File: src/hw/rtl/esac_pkg.sv
package esac_pkg;

  // Register indexes on the configuration port (byte address is 4 * index).
  localparam logic [2:0] REG_CAPACITY  = 3'd0;
  localparam logic [2:0] REG_FLOOR     = 3'd1;
  localparam logic [2:0] REG_LOW_ENE   = 3'd2;
  localparam logic [2:0] REG_FULL_ENE  = 3'd3;
  localparam logic [2:0] REG_LOW_LAT   = 3'd4;
  localparam logic [2:0] REG_FULL_LAT  = 3'd5;
  localparam logic [2:0] REG_LAT_LIMIT = 3'd6;
  localparam logic [2:0] REG_GAIN      = 3'd7;

  // Reset values of the registers.
  localparam logic [23:0] RST_CAPACITY  = 24'd5120;
  localparam logic [23:0] RST_FLOOR     = 24'd1280;
  localparam logic [23:0] RST_LOW_ENE   = 24'd410;
  localparam logic [23:0] RST_FULL_ENE  = 24'd973;
  localparam logic [23:0] RST_LOW_LAT   = 24'd358;
  localparam logic [23:0] RST_FULL_LAT  = 24'd90;
  localparam logic [23:0] RST_LAT_LIMIT = 24'd4608;
  localparam logic [15:0] RST_GAIN      = 16'd12780;

  // Action codes.
  localparam logic [1:0] ACT_DEFER = 2'd0;
  localparam logic [1:0] ACT_LOW   = 2'd1;
  localparam logic [1:0] ACT_FULL  = 2'd2;

  // 0.08 in Q0.24, and the one-second defer increment in Q16.8.
  localparam logic [20:0] LAT_COEF = 21'd1342177;
  localparam logic [23:0] ONE_SEC  = 24'd256;

  // Penalties in Q.16.
  localparam logic [25:0] PEN_DEFER = 26'd65536;
  localparam logic [25:0] PEN_LATE  = 26'd65536000;
  localparam logic [25:0] PEN_LOW   = 26'd16384;
  localparam logic [25:0] PEN_FULL  = 26'd0;

  localparam logic [41:0] COST_MAX = 42'h3FF_FFFF_FFFF;

  // Evaluation of one action.
  typedef struct packed {
    logic        ok;
    logic [23:0] proj_level;
    logic [41:0] cost;
  } cand_t;

endpackage

File: src/hw/rtl/esac_cand.sv
module esac_cand (
  input  logic [26:0]    avail,
  input  logic [23:0]    action_energy,
  input  logic [23:0]    capacity,
  input  logic [23:0]    floor_level,
  input  logic [39:0]    price_term,
  input  logic [28:0]    lat_term,
  input  logic [25:0]    penalty,
  output esac_pkg::cand_t cand
);

  logic signed [27:0] diff;
  logic signed [27:0] clamped;
  logic        [42:0] cost_sum;

  // The projection is exact and signed; it is then capped at the capacity.
  assign diff    = $signed({1'b0, avail}) - $signed({4'b0, action_energy});
  assign clamped = (diff > $signed({4'b0, capacity})) ? $signed({4'b0, capacity}) : diff;

  assign cost_sum = 43'(price_term) + 43'(lat_term) + 43'(penalty);

  always_comb begin
    cand.ok         = (clamped >= $signed({4'b0, floor_level}));
    cand.proj_level = clamped[23:0];
    cand.cost       = (cost_sum > 43'(esac_pkg::COST_MAX)) ? esac_pkg::COST_MAX
                                                           : cost_sum[41:0];
  end

endmodule

File: config.mk
export PLATFORM = sky130hd
export DESIGN_NAME = esac_cand
export DESIGN_NICKNAME = d
export VERILOG_FILES = /design/src/hw/rtl/esac_pkg.sv /design/src/hw/rtl/esac_cand.sv
export SDC_FILE = /design/constraint.sdc
export NUM_CORES = 1
export LEC_CHECK = 0
export BUFFER_PORTS_ARGS = -buffer_cell sky130_fd_sc_hd__buf_2
export CAP_MARGIN = 10
export CORE_ASPECT_RATIO = 1.1
export CORE_MARGIN = 5
export CORE_UTILIZATION = 45
export DETAILED_ROUTE_END_ITERATION = 12
export PLACE_DENSITY_LB_ADDON = 0.15
export SYNTH_ARGS = -nofsm -noshare
export SYNTH_HDL_FRONTEND = slang
export SYNTH_SLANG_ARGS = --single-unit
File: constraint.sdc
create_clock -name vclk -period 6.7
set_clock_uncertainty 0.05 [all_clocks]
set_input_delay 0 -clock vclk [all_inputs]
set_output_delay 0 -clock vclk [all_outputs]
set_load 0.02 [all_outputs]
# Word level (Yosys, flattened, before mapping)
# Cells that the tools add are included.
[op_classes]
add_sub_neg = 3
n_lt_le_gt_ge = 3
mux = 2
[ops]
columns = ["operator", "n"]
rows = [
  ["$add 41x26->42", 1],
  ["$gt 42x42->1 const B", 1],
  ["$mux 42", 1],
  ["$add 40x29->41", 1],
  ["$ge 28x25->1", 1],
  ["$gt 28x25->1", 1],
  ["$mux 28", 1],
  ["$sub 27x24->28", 1],
]
[totals]
regBits = 0
inputBits = 194
out_inout_bits = 67
word_cells = 8

# Depth between registers and ports, before layout
[logic_depth]
depth_word = 4
mapped_depth = 30
mapped_depth_nobuf = 29

# Least setup slack after synthesis
# OpenSTA, ideal clock, no wires.
[synth_path]
kind = "input to output"
from = "input port avail[0]"
to = "output port cand[66] (netlist bit)"
t_arrival_ps = 5980
path_slack_ps = 670
stages = 30
cell_sequence = "inv_1 -> ha_1 -> inv_1 -> fa_1 -> a211oi_1 -> o21ai_0 -> o211ai_1 -> nand2_1 -> nand2_1 -> o21ai_0 -> xor2_1 -> ha_1 -> nand4_1 -> or4_4 -> nor3_2 -> a311oi_1 -> nor4_1 -> o211ai_1 -> o32ai_4 -> buf_8 -> mux2_4 -> ha_1 -> a21o_1 -> a21o_1 -> a21o_1 -> a21oi_1 -> a2bb2oi_1 -> a21oi_1 -> o2111ai_1 -> a211oi_1"
[synth_lines]
columns = ["item", "line", "text"]
rows = [
  ["start: declaration", "esac_cand.sv:2", "input logic [26:0] avail,"],
  ["end: declaration", "esac_cand.sv:9", "output esac_pkg::cand_t cand"],
]

==> summary.txt <==
max-cap viol count = 0
Tcrit/Tclk final = 0.938
met3 wire len = 1210 µm
number of global-route vias before repair = 5882
Iteration-0 DRC Markers = 177
number of endpoints failing setup at the final stage = 0
power share of the clock group = 0
commonest non-fill, non-tap cell in the layout = buf_2
CP max stage delay = 0.59 ns
routability cong. = 0.905
nets = 1308
pre-CTS WS = 0.159 ns
Sw Ratio = 0.582
worst slew pin tran = 0.582 ns
WP data arrival = 6.24 ns
Max VDD drop = 180 µV
Worst setup startpoint = avail[3]
largest net degree at the start of global routing = 26
# DRC = 0
Lkg Pwr = 3.94 nW
Clock Buffer Count = 0
syn avg cell area = 7.59 µm²
CP Capture Type = primary output
CP startpoint kind = input port
fmax = 159 MHz
max layer used = met4
synth warn = 0
Synth area leaders = ha_1, fa_1, inv_1, a21oi_1, a21o_1
Max Slew Vio Count = 0
pwr dens = 150 mW/mm²
Fin. Hold Viols = 0
required time at the worst-slack endpoint = 6.65 ns
cell taking the most area after synthesis = ha_1
vias per cell = 5.46
Syn Std Cell Area = 0.00554 mm²
FF+latch area = 0 µm²
antenna violations before repair = 2
Comb pwr share = 1.000
top fanout value on the critical path = 9
Remaining Overflow, GRT = 0
Internal = 0.446 mW
Die Width = 116 µm
core area = 0.0120 mm²
Synth top area share = 0.235
Total Routing Usage GR = 0.213
Crit-path slowest cell = or4_4
final setup margin = 0.412 ns
sequential cell count = 0
first-pass GRT wire length = 26800 µm
register area share after synthesis = 0
Top-Level Pins = 261
initial cell density of the core = 0.460
Routed met2 length = 8660 µm
CP Buf/Inv Count = 3
Crit Path Class = in -> out
most frequent cells in the layout = buf_2, ha_1, inv_1, a21oi_1, nand2_1
Metal-1 WL = 6840 µm
Routed WL per cell = 15.0 µm
via count = 6204
Filler cells = 1168
placed wire-length estimate = 15100 µm
ANT nets after route = 0
syn_nets = 1055
CP delay by family, top = compound AO/OA/AOI/OAI gates
IO Port Bufs = 260
critical path depth = 29
Final Hold Slack = 0.262 ns
Hold Crit Class = in -> out
Final Critical Period = 6.29 ns
area growth from synthesis to layout = 28.1%
synth unique cells = 61
Sequential Power Share = 0
Post-Syn Instances = 729
Overall Power = 1.07 mW
Die Ht = 126 µm
Cell Rows = 42
Psw = 0.620 mW
outcome = complete, no violations
Setup crit end = cand[66]
Worst slew margin = 0.612
die area = 0.0146 mm²
final WL = 17100 µm
share of cells above drive strength 1 = 0.317
Pre-Repair DR Iteration Count = 4
-- per-stage QoR --
step | instances | area [µm²] | setup TNS, ns | utilization
floorplan | 729 | 5540 | 0 | -
CTS | 1128 | 6960 | 0 | 0.578
global placement | 1128 | 6960 | 0 | 0.578
finish | 1136 | 7090 | 0 | 0.589
detailed placement | 1128 | 6960 | 0 | 0.578
global route | 1136 | 7090 | -0.00272 | 0.589
-- final cells by class --
class                      instances  area (µm²)  share of cell area
antenna                            2        5.00            0.000706
inverter                          99         372              0.0524
multi-input combinational        613        5130               0.724
tap                              154         193              0.0272
timing repair buffer             268        1390               0.196
-- what timing repair did --
item	CTS	global route
hold endpoints to repair	0	0
gates resized for setup	0	13
endpoints found under the setup margin	0	1
buffers inserted	0	5
hold buffers	0	0
-- worst min path at each step --
stage / startpoint / end / slack, ns / cells after the start
global placement: price_term[38] / cand[38] / 0.26 / 3
floorplan: price_term[30] / cand[30] / 0.08 / 1
global route: price_term[32] / cand[32] / 0.28 / 3
finish: price_term[38] / cand[38] / 0.26 / 3
CTS: price_term[38] / cand[38] / 0.26 / 3
detailed placement: price_term[32] / cand[32] / 0.26 / 3
-- synthesized netlist by cell type (6+ instances only) --
| cell | number |
|---|---|
| xor2_1 | 19 |
| a21oi_1 | 72 |
| nand4_1 | 11 |
| mux2_4 | 19 |
| nand2_1 | 56 |
| o21bai_1 | 7 |
| inv_1 | 99 |
| ha_1 | 104 |
| xnor2_1 | 26 |
| nor3_1 | 15 |
| o211ai_1 | 12 |
| and3_1 | 13 |
| o21ai_0 | 32 |
| a211oi_1 | 11 |
| nand3_1 | 17 |
| a21o_1 | 44 |
| clkbuf_1 | 10 |
| nor2_1 | 34 |
| fa_1 | 28 |
| nor2b_1 | 6 |
| nor4_1 | 8 |
| mux2_2 | 6 |
-- kinds of logic after synthesis --
family	count (synthesis)	share of synthesized area
AO/OA/AOI/OAI	224	0.273
XOR/XNOR	45	0.0712
adder cells (fa/ha/maj)	132	0.336
buffers and inverters	116	0.0843
multiplexers	30	0.0728
other	1	0.000677
AND/OR/NAND/NOR	181	0.162
-- tightest hold or removal path, cell delays in order --
cell	delay, ns
buf_2	0.10
xor2_1	0.06
buf_2	0.15
-- per-layer routing --
metal  vias up  global-route usage
met2       210               0.397
met1      2821               0.264
met3        25              0.0238
met5         -                   0
met4         0              0.0382
li1       3148                   -
-- power by group through the flow --
stage / Combinational, mW / Sequential (mW) / Clock (mW)
floorplan: 0.737 / 0 / 0
global placement: 1.04 / 0 / 0
detailed placement: 1.05 / 0 / 0
CTS: 1.05 / 0 / 0
global route: 1.18 / 0 / 0.0000000399
finish: 1.07 / 0 / 0.0000000399
No activity file was read; power rests on OpenSTA's default activity.
